File: src/assert_macros.svh
// assertion macros included by the queue core
`ifndef ASSERT_MACROS_SVH
`define ASSERT_MACROS_SVH

// condition holds at every clock edge out of reset
`define ASSERT_ALWAYS(name, clk, rstn, cond) \
  name: assert property (@(posedge clk) disable iff (!(rstn)) (cond)) \
    else $error("assertion failed: condition");

// antecedent implies consequent in the same cycle
`define ASSERT_IMP(name, clk, rstn, ante, cons) \
  name: assert property (@(posedge clk) disable iff (!(rstn)) (ante) |-> (cons)) \
    else $error("assertion failed: same-cycle implication");

// antecedent implies consequent in the next cycle
`define ASSERT_NEXT(name, clk, rstn, ante, cons) \
  name: assert property (@(posedge clk) disable iff (!(rstn)) (ante) |=> (cons)) \
    else $error("assertion failed: next-cycle implication");

`endif

File: src/mpq_pkg.sv
// shared types, codes and constants of the min priority queue
`timescale 1ns / 1ps
package mpq_pkg;

  // defaults for the top level parameters
  localparam int CAPACITY_DEF  = 16;
  localparam int KEY_CHARS_DEF = 8;

  // fixed field widths
  localparam int KEY_W  = 64;
  localparam int CMD_W  = 2;
  localparam int STAT_W = 2;

  // operation codes
  typedef enum logic [CMD_W-1:0] {
    CMD_ENQ  = 2'd0,
    CMD_DEQ  = 2'd1,
    CMD_PEEK = 2'd2
  } cmd_t;

  // result status codes
  typedef enum logic [STAT_W-1:0] {
    STAT_OK    = 2'd0,
    STAT_EMPTY = 2'd1,
    STAT_FULL  = 2'd2
  } stat_t;

  // controller states
  typedef enum logic [1:0] {
    ST_IDLE,
    ST_SCAN,
    ST_LAST,
    ST_DONE
  } state_t;

  // keeps the top key_chars bytes of a key, clears the rest
  function automatic logic [KEY_W-1:0] key_mask(input int key_chars);
    logic [KEY_W-1:0] low_ones;
    low_ones = (KEY_W'(1) << (KEY_W - 8 * key_chars)) - KEY_W'(1);
    return ~low_ones;
  endfunction

endpackage

File: src/mpq_core.sv
// queue controller: key memory, linear min scan and hole fill on dequeue
`timescale 1ns / 1ps
`include "assert_macros.svh"
module mpq_core
  import mpq_pkg::*;
#(
  parameter int CAPACITY  = CAPACITY_DEF,
  parameter int KEY_CHARS = KEY_CHARS_DEF,
  parameter int CNT_W     = $clog2(CAPACITY + 1)
) (
  input  logic              clk,
  input  logic              rst_n,
  input  logic              req_valid,
  output logic              req_ready,
  input  logic [CMD_W-1:0]  req_cmd,
  input  logic [KEY_W-1:0]  req_key,
  output logic              res_valid,
  input  logic              res_ready,
  output logic [KEY_W-1:0]  res_key,
  output logic [STAT_W-1:0] res_status,
  output logic [CNT_W-1:0]  res_count
);

  localparam int ADDR_W = $clog2(CAPACITY);
  localparam logic [KEY_W-1:0] KEY_MASK = key_mask(KEY_CHARS);
  localparam logic [CNT_W-1:0] CAP_CNT  = CNT_W'(CAPACITY);

  state_t state_r, state_nxt;
  logic [CNT_W-1:0]  count_r, count_nxt;
  logic [CNT_W-1:0]  idx_r, idx_nxt;
  logic              pend_r, pend_nxt;
  logic [CMD_W-1:0]  cmd_r, cmd_nxt;
  logic [STAT_W-1:0] status_r, status_nxt;
  logic [KEY_W-1:0]  best_key_r, best_key_nxt;
  logic [ADDR_W-1:0] best_slot_r, best_slot_nxt;
  logic [KEY_W-1:0]  rd_data_r;

  // memory port controls
  logic              mem_we, mem_re;
  logic [ADDR_W-1:0] mem_wa, mem_ra;
  logic [KEY_W-1:0]  mem_wd;

  logic [KEY_W-1:0] key_mem [CAPACITY];

  logic scan_end;
  logic is_full;
  logic [CNT_W-1:0] last_cnt;

  assign scan_end = !pend_r && (idx_r == count_r);
  assign is_full  = (count_r == CAP_CNT);
  assign last_cnt = count_r - CNT_W'(1);

  // next state
  always_comb begin
    state_nxt = state_r;
    case (state_r)
      ST_IDLE: begin
        if (req_valid) begin
          if ((req_cmd == CMD_DEQ || req_cmd == CMD_PEEK) && count_r != '0) begin
            state_nxt = ST_SCAN;
          end else begin
            state_nxt = ST_DONE;
          end
        end
      end
      ST_SCAN: begin
        if (scan_end) begin
          state_nxt = (cmd_r == CMD_DEQ) ? ST_LAST : ST_DONE;
        end
      end
      ST_LAST: state_nxt = ST_DONE;
      ST_DONE: begin
        if (res_ready) begin
          state_nxt = ST_IDLE;
        end
      end
      default: state_nxt = ST_IDLE;
    endcase
  end

  // handshake and memory port outputs
  always_comb begin
    req_ready = 1'b0;
    res_valid = 1'b0;
    mem_we    = 1'b0;
    mem_wa    = count_r[ADDR_W-1:0];
    mem_wd    = req_key & KEY_MASK;
    mem_re    = 1'b0;
    mem_ra    = idx_r[ADDR_W-1:0];
    case (state_r)
      ST_IDLE: begin
        req_ready = 1'b1;
        mem_we    = req_valid && (req_cmd == CMD_ENQ) && !is_full;
      end
      ST_SCAN: begin
        if (idx_r < count_r) begin
          mem_re = 1'b1;
        end else if (!pend_r && cmd_r == CMD_DEQ) begin
          // fetch the last entry to fill the hole
          mem_re = 1'b1;
          mem_ra = last_cnt[ADDR_W-1:0];
        end
      end
      ST_LAST: begin
        mem_we = 1'b1;
        mem_wa = best_slot_r;
        mem_wd = rd_data_r;
      end
      ST_DONE: res_valid = 1'b1;
      default: ;
    endcase
  end

  // datapath next values
  always_comb begin
    count_nxt     = count_r;
    idx_nxt       = idx_r;
    pend_nxt      = pend_r;
    cmd_nxt       = cmd_r;
    status_nxt    = status_r;
    best_key_nxt  = best_key_r;
    best_slot_nxt = best_slot_r;
    case (state_r)
      ST_IDLE: begin
        if (req_valid) begin
          cmd_nxt      = req_cmd;
          status_nxt   = STAT_OK;
          best_key_nxt = '0;
          idx_nxt      = '0;
          pend_nxt     = 1'b0;
          case (req_cmd)
            CMD_ENQ: begin
              if (is_full) begin
                status_nxt = STAT_FULL;
              end else begin
                count_nxt = count_r + CNT_W'(1);
              end
            end
            CMD_DEQ, CMD_PEEK: begin
              if (count_r == '0) begin
                status_nxt = STAT_EMPTY;
              end
            end
            default: ;
          endcase
        end
      end
      ST_SCAN: begin
        // compare the entry read last cycle, first entry always taken
        if (pend_r) begin
          if (idx_r == CNT_W'(1) || rd_data_r < best_key_r) begin
            best_key_nxt  = rd_data_r;
            best_slot_nxt = ADDR_W'(idx_r - CNT_W'(1));
          end
        end
        // issue the next read
        if (idx_r < count_r) begin
          idx_nxt  = idx_r + CNT_W'(1);
          pend_nxt = 1'b1;
        end else begin
          pend_nxt = 1'b0;
        end
      end
      ST_LAST: count_nxt = last_cnt;
      default: ;
    endcase
  end

  // control registers
  always_ff @(posedge clk) begin
    if (!rst_n) begin
      state_r <= ST_IDLE;
      count_r <= '0;
      idx_r   <= '0;
      pend_r  <= 1'b0;
    end else begin
      state_r <= state_nxt;
      count_r <= count_nxt;
      idx_r   <= idx_nxt;
      pend_r  <= pend_nxt;
    end
  end

  // payload registers
  always_ff @(posedge clk) begin
    cmd_r       <= cmd_nxt;
    status_r    <= status_nxt;
    best_key_r  <= best_key_nxt;
    best_slot_r <= best_slot_nxt;
  end

  // key memory, one write and one registered read per cycle
  always_ff @(posedge clk) begin
    if (mem_we) begin
      key_mem[mem_wa] <= mem_wd;
    end
    if (mem_re) begin
      rd_data_r <= key_mem[mem_ra];
    end
  end

  assign res_key    = best_key_r;
  assign res_status = status_r;
  assign res_count  = count_r;

  `ASSERT_ALWAYS(a_count_bound, clk, rst_n, count_r <= CAP_CNT)
  `ASSERT_IMP(a_scan_nonempty, clk, rst_n, state_r == ST_SCAN, count_r != '0)
  `ASSERT_IMP(a_full_status, clk, rst_n, res_valid && res_status == STAT_FULL, is_full)
  `ASSERT_IMP(a_empty_status, clk, rst_n, res_valid && res_status == STAT_EMPTY,
              count_r == '0)
  `ASSERT_NEXT(a_accept_busy, clk, rst_n, req_valid && req_ready, state_r != ST_IDLE)

endmodule

File: src/min_priority_queue_scan_top.sv
// min priority queue over an unsorted key memory; enqueue, an empty queue or the unused code
// go straight to the finish, while peek and dequeue first scan the held entries: the scan reads
// one entry a cycle, then makes the last compare, then dequeue fills the hole with the last
// entry before the finish. a new request is taken once the previous result has moved to the
// output register; sync active-low reset empties the queue and clears the output valid.
`timescale 1ns / 1ps
module min_priority_queue_scan_top
  import mpq_pkg::*;
#(
  parameter int CAPACITY  = CAPACITY_DEF,
  parameter int KEY_CHARS = KEY_CHARS_DEF,
  parameter int CNT_W     = $clog2(CAPACITY + 1),
  parameter int OUT_W     = ((KEY_W + STAT_W + CNT_W + 7) / 8) * 8
) (
  input  logic             clk,
  input  logic             rst_n,
  input  logic             in_tvalid,
  output logic             in_tready,
  input  logic [71:0]      in_tdata,   // cmd[1:0], key_in[65:2], zero pad
  output logic             out_tvalid,
  input  logic             out_tready,
  output logic [OUT_W-1:0] out_tdata   // key_out, status, count_out, zero pad
);

  logic              res_valid, res_ready;
  logic [KEY_W-1:0]  res_key;
  logic [STAT_W-1:0] res_status;
  logic [CNT_W-1:0]  res_count;

  logic             out_valid_r, out_valid_nxt;
  logic [OUT_W-1:0] out_data_r, out_data_nxt;

  mpq_core #(
    .CAPACITY  (CAPACITY),
    .KEY_CHARS (KEY_CHARS),
    .CNT_W     (CNT_W)
  ) u_core (
    .clk        (clk),
    .rst_n      (rst_n),
    .req_valid  (in_tvalid),
    .req_ready  (in_tready),
    .req_cmd    (in_tdata[CMD_W-1:0]),
    .req_key    (in_tdata[CMD_W+KEY_W-1:CMD_W]),
    .res_valid  (res_valid),
    .res_ready  (res_ready),
    .res_key    (res_key),
    .res_status (res_status),
    .res_count  (res_count)
  );

  // output register takes a result when empty or draining
  assign res_ready = !out_valid_r || out_tready;

  always_comb begin
    out_valid_nxt = out_valid_r;
    out_data_nxt  = out_data_r;
    if (res_valid && res_ready) begin
      out_valid_nxt = 1'b1;
      out_data_nxt  = OUT_W'({res_count, res_status, res_key});
    end else if (out_tready) begin
      out_valid_nxt = 1'b0;
    end
  end

  always_ff @(posedge clk) begin
    if (!rst_n) begin
      out_valid_r <= 1'b0;
    end else begin
      out_valid_r <= out_valid_nxt;
    end
  end

  always_ff @(posedge clk) begin
    out_data_r <= out_data_nxt;
  end

  assign out_tvalid = out_valid_r;
  assign out_tdata  = out_data_r;

endmodule

File: config.mk
export PLATFORM = sky130hd
export DESIGN_NAME = min_priority_queue_scan_top
export DESIGN_NICKNAME = d
export VERILOG_FILES = /design/src/mpq_pkg.sv /design/src/mpq_core.sv /design/src/min_priority_queue_scan_top.sv
export VERILOG_INCLUDE_DIRS = /design/src /design/src/src
export SDC_FILE = /design/constraint.sdc
export NUM_CORES = 2
export LEC_CHECK = 0
export ABC_AREA = 1
export ABC_CLOCK_PERIOD_IN_PS = 18800
export BUFFER_PORTS_ARGS = -buffer_cell sky130_fd_sc_hd__buf_2
export CAP_MARGIN = 15
export CORE_ASPECT_RATIO = 0.8
export CORE_MARGIN = 1.5
export CORE_UTILIZATION = 55
export DETAILED_ROUTE_END_ITERATION = 7
export PLACE_DENSITY = 0.72
export SKIP_LAST_GASP = 1
export SYNTH_ARGS = -nofsm -noshare
export SYNTH_HDL_FRONTEND = slang
export SYNTH_SLANG_ARGS = --single-unit
File: constraint.sdc
create_clock -name clk -period 18.8 [get_ports clk]
set_input_delay 3.76 -clock clk [delete_from_list [all_inputs] [get_ports clk]]
set_output_delay 3.76 -clock clk [all_outputs]
set_load 0.02 [all_outputs]
; Yosys cells after proc, flatten, opt, wreduce, memory -nomap -nowiden
; Memory sizes are Yosys's and may differ from the RTL's. A register that Yosys moved wholly into a read port is not among the register bits.
; Cells that the tools add are included.
; W data, S select, Z words.
[word_totals]
word_cells = 99
mem_count = 1
regBits = 157
mem_bits_rw = 1024
in_bits = 76
out_inout_bits = 74
[memory_table]
columns = name, words, width, read_ports, rd_clocked_by_memory_dff, write_ports, line
row1 = u_core.key_mem, 16, 64, 1, 1, 1, mpq_core.sv:43  ; logic [KEY_W-1:0] key_mem [CAPACITY];
[classes]
magnitude_cmp = 2
n_addsub = 4
n_reduce_logical = 27
n_eq_ne = 17
mux = 38
[op_table]
columns = operator, count
row1 = $mux W64, 4
row2 = $pmux W64 S2, 1
row3 = $lt A64 B64 Y1, 1
row4 = $mux W5, 5
row5 = $pmux W5 S2, 2
row6 = $mux W4, 4
row7 = $mux W1, 13
row8 = $add A5 B1 Y5 const B, 2
row9 = $mux W2, 5
row10 = $ne A2 B1 Y1 const B, 5
row11 = $reduce_and A3 Y1, 3
row12 = $pmux W2 S4, 1
row13 = $reduce_and A4 Y1, 2
row14 = $eq A2 B1 Y1 const B, 3
row15 = $eq A2 B2 Y1 const B, 3
row16 = $logic_and A1 B1 Y1, 6
row17 = $ne A2 B2 Y1 const B, 3
row18 = $reduce_bool A2 Y1, 3
row19 = $eq A5 B1 Y1 const B, 1
row20 = $eq A5 B5 Y1, 1
row21 = $eq A5 B5 Y1 const B, 1
row22 = $logic_not A5 Y1, 1
row23 = $lt A5 B5 Y1, 1
row24 = $reduce_bool A5 Y1, 1
row25 = other kinds (9), 16

; Depth between registers and ports, before layout
[depth]
depth_word = 6
depth_mapped = 17
depth_no_buf = 17

; Modules after synthesis
; Synthesis repeated with hierarchy kept, for this count alone.
[unflattened]
hier_cells = 5285
hier_area_um2 = 54890.1
[by_module_without_submodules]
columns = mod, area_each_um2, cells_each, seq_area_each_um2, n_inst
row1 = mpq_core, 52695.5, 5205, 35093.7, 1
row2 = min_priority_queue_scan_top, 2194.6, 80, 2152.1, 1

; Worst setup path before layout
; Ideal clock, no wire load.
[synth_timing]
path_kind = input to register
startpoint = in in_tvalid
endpoint = mem u_core.key_mem[3][0] (enable)
path_buffers = 0
t_arrival_ns = 8.694
path_slack_ns = 9.542
required_time_ns = 18.235
setup_ns = 0.565
cell_stages = 6
path_cell_list = nand2_1 > inv_1 > nand3_1 > nand2_1 > nand3_1 > nor3_1
[synth_via]
elab_chain_cells = 5
[synth_lines]
columns = element, line
row1 = from (decl), min_priority_queue_scan_top.sv:17  ; input logic in_tvalid,
row2 = $logic_and A1 B1 Y1 (2 in series), mpq_core.sv:93  ; mem_we = req_valid && (req_cmd == CMD_ENQ) && !is_full;
row3 = $pmux W1 S2, mpq_core.sv:90  ; case (state_r)
row4 = $mux W1, mpq_core.sv:194  ; if (mem_we) begin
row5 = $mux W1 (implied by the code), mpq_core.sv:195  ; key_mem[mem_wa] <= mem_wd;
row6 = to (decl), mpq_core.sv:43
; No other way between the ends.

; Worst setup path in the final report
[layout_timing]
startpoint = in in_tvalid
endpoint = mem u_core.key_mem[13][8] (enable)
; The elaborated chain is that of the path after synthesis.

==> metrics <==
violated checks=DRC; Post-Syn Instances=5277; Cell variety after synth=38; Die Y=between 200 and 300 um; Post-CTS Setup Repair Bufs=0; Hold WC Path Type=flop to flop; H-tree depth=3; Die Area=around 100000 um2; CP endpoint kind=flop; initial antenna violation count=1; internal power=roughly 0.0057 W; hold slack final=421 ps; Synth Area per Inst=10.4 um2; period utilization=around 34%; relative slew slack=less than 1%; Fin. Hold Viols=0; routed wire length=around 130 mm; antenna-violating nets left=0; initial DRC count=slightly above 4000; Syn. warnings=0; pre-CTS setup slack=11650 ps; commonest non-fill, non-tap cell in the layout=nand2_1; Final Util=61.4%; num ports=150; root buffer cell=clkbuf_16; sequential power share=45.8%; Crit Path Class=primary input to flop; Post-Syn Nets=5432; number of buffers created by CTS=roughly 120; outcome=finished, violations left; Comb power frac=25.6%; worst setup path startpoint=in_tvalid; Post-CTS Hold Buffers=0; reg-to-reg endpoint=u_core.rd_data_r[12]$_DFFE_PP_; GP Congestion=0.795; DRT Pass-1 Iters=8; Clk pin slew, worst setup/hold paths=~60 ps; R2R cell count=13; reg2reg setup slack=between 10000 and 15000 ps; CTS tree=done; Setup crit end=u_core.key_mem[13][8]$_DFFE_PP_; setup TNS=0 ps; RSZ-0062 raised after global routing=no; max_cap viols=0; DRC=19; maximum clock rate=159 MHz; initial core utilization=between 50% and 60%; Clk network pwr share=28.6%; Startpoint Class=primary input; vias in the first global route=roughly 35000; share of layout cells above drive strength 1=under 10%; area delta synth->final=10.6%; Seq/Total Area, Yosys=67.8%; Post-synth EDFFs=around 1200; Worst EP required=19120 ps; Total GRT Usage=about a quarter; Ant. Diodes=0; Sw Ratio=about 33%; Worst Path Arrival=about 6600 ps; min cycle time layout=6310 ps; Core Box Area=roughly 99000 um2; final net count=5517; DR vias=36022; slew of the pin with the lowest slew margin=1500 ps; # port buffers=142; Clock Latency Late Sink=slightly above 700 ps; power per cell area=139 nW/um2; Async S/R FF share, synth=0%; Post-CTS Resized=0; clock sinks=1245; Die Wd=356 um; Leak Pwr=26.6 nW; Top FF cell, synth=edfxtp_1; r2r startpoint=u_core.state_r[1]$_SDFFE_PN0P_; Detail Placement HPWL=roughly 68 mm; final slew viol count=0; Mapped Area=around 55000 um2; Worst Slack Setup Final=12490 ps; clock skew=31.2 ps; post-synthesis register bit count=approximately 1200; first-pass GRT wire length=200 mm; Overflow after GRT=0; Max IR drop VDD=110 uV; sw power=about 0.0028 W; # setup viols final=0; average wire per standard cell=between 15 and 20 um; CTS Buffer Depth=3; most frequent cells in the layout=nand2_1, edfxtp_1, inv_1; Rows=between 100 and 150; largest net degree at the start of global routing=between 200 and 250; DR vias/cell=about 5.3; Max Fanout on Critical Path=26
==> worst max-delay path, cell delays in order <==
cell	delay, ps
buf_2	90
nand2_1	80
inv_1	180
nand3_1	180
nand2_1	200
nand3_1	300
nor2_4	670
buf_4	510
buf_4	550
==> metrics by stage <==
step / cell area [um2] / cells / total power (W)
global route: 60700 / 6772 / 0.00883
floorplan: 54900 / 5277 / 0.00534
global placement: 56700 / 6551 / 0.00597
finish: 60700 / 6772 / 0.00842
detailed placement: 56800 / 6552 / 0.00604
CTS: 60600 / 6769 / 0.00844
==> cell usage after synthesis (7+ instances only) <==
| library cell | number | area share, % |
|---|---|---|
| ha_1 | 79 | 1.8 |
| nand4_1 | 9 | 0.10 |
| dfxtp_1 | 14 | 0.51 |
| o21ai_0 | 24 | 0.22 |
| nand2_1 | 1363 | 9.3 |
| clkbuf_1 | 40 | 0.27 |
| a21oi_1 | 39 | 0.36 |
| inv_1 | 1207 | 8.3 |
| buf_4 | 31 | 0.42 |
| nor3_1 | 9 | 0.082 |
| nor2_1 | 41 | 0.28 |
| buf_1 | 7 | 0.048 |
| nand3_1 | 983 | 9.0 |
| edfxtp_1 | 1231 | 67 |
| buf_2 | 160 | 1.5 |
==> metal layers <==
layer  share of wire (%)  global-route usage, %  wire length (um)
met5                   0                      0                 0
met4                 3.0                   8.61              3900
met3                 8.5                   4.10             11100
met2                  48                   42.2             62300
met1                  41                   35.9             53800
==> sequential cells by signal, summed over array words and instances (netlist names) <==
| signal | count |
|---|---|
| out_tdata | 71 |
| u_core.idx_r | 5 |
| u_core.rd_data_r | 64 |
| u_core.state_r | 2 |
| u_core.res_status | 2 |
| u_core.best_slot_r | 4 |
| u_core.pend_r | 1 |
| out_tvalid | 1 |
| u_core.key_mem | 1024 |
| u_core.res_key | 64 |
| u_core.res_count | 5 |
| u_core.cmd_r | 2 |
==> kinds of logic after synthesis <==
| logic type | share of synthesized area, % |
|---|---|
| XOR/XNOR | 0.0957 |
| AO/OA/AOI/OAI | 0.784 |
| flip-flops | 67.8 |
| other | 0.00683 |
| AND/OR/NAND/NOR | 19.0 |
| buffers and inverters | 10.5 |
| adder cells (fa/ha/maj) | 1.80 |
==> power by group through the flow <==
stage	sequential [W]	combinational (W)	clock, W
final	0.00386	0.00215	0.00241
after global routing	0.00389	0.00240	0.00255
after CTS	0.00386	0.00215	0.00244
after detailed placement	0.00391	0.00213	0
after global placement	0.00391	0.00206	0
after floorplan	0.00392	0.00142	0
==> cell type report <==
cell class                 instances  area (um2)
fill                            7594       38100
sequential                      1245       37200
multi-input combinational       2584       12100
inverter                        1210        4550
clock buffer                     142        3090
tap                             1312        1640
timing repair buffer             204        1260
clock inverter                    75         796
==> how the worst min path moves through the flow <==
stage	to	cells past startpoint	slack (ps)	from
global route	out_tdata[64]$_DFFE_PP_	0	430	u_core.res_status[0]$_DFFE_PP_
global placement	out_tdata[65]$_DFFE_PP_	0	400	u_core.res_status[1]$_DFFE_PP_
floorplan	out_tdata[64]$_DFFE_PP_	0	400	u_core.res_status[0]$_DFFE_PP_
CTS	out_tdata[64]$_DFFE_PP_	0	420	u_core.res_status[0]$_DFFE_PP_
detailed placement	out_tdata[64]$_DFFE_PP_	0	410	u_core.res_status[0]$_DFFE_PP_
finish	out_tdata[65]$_DFFE_PP_	0	420	u_core.res_status[1]$_DFFE_PP_
Note: power is estimated with default switching activity, not from simulation.
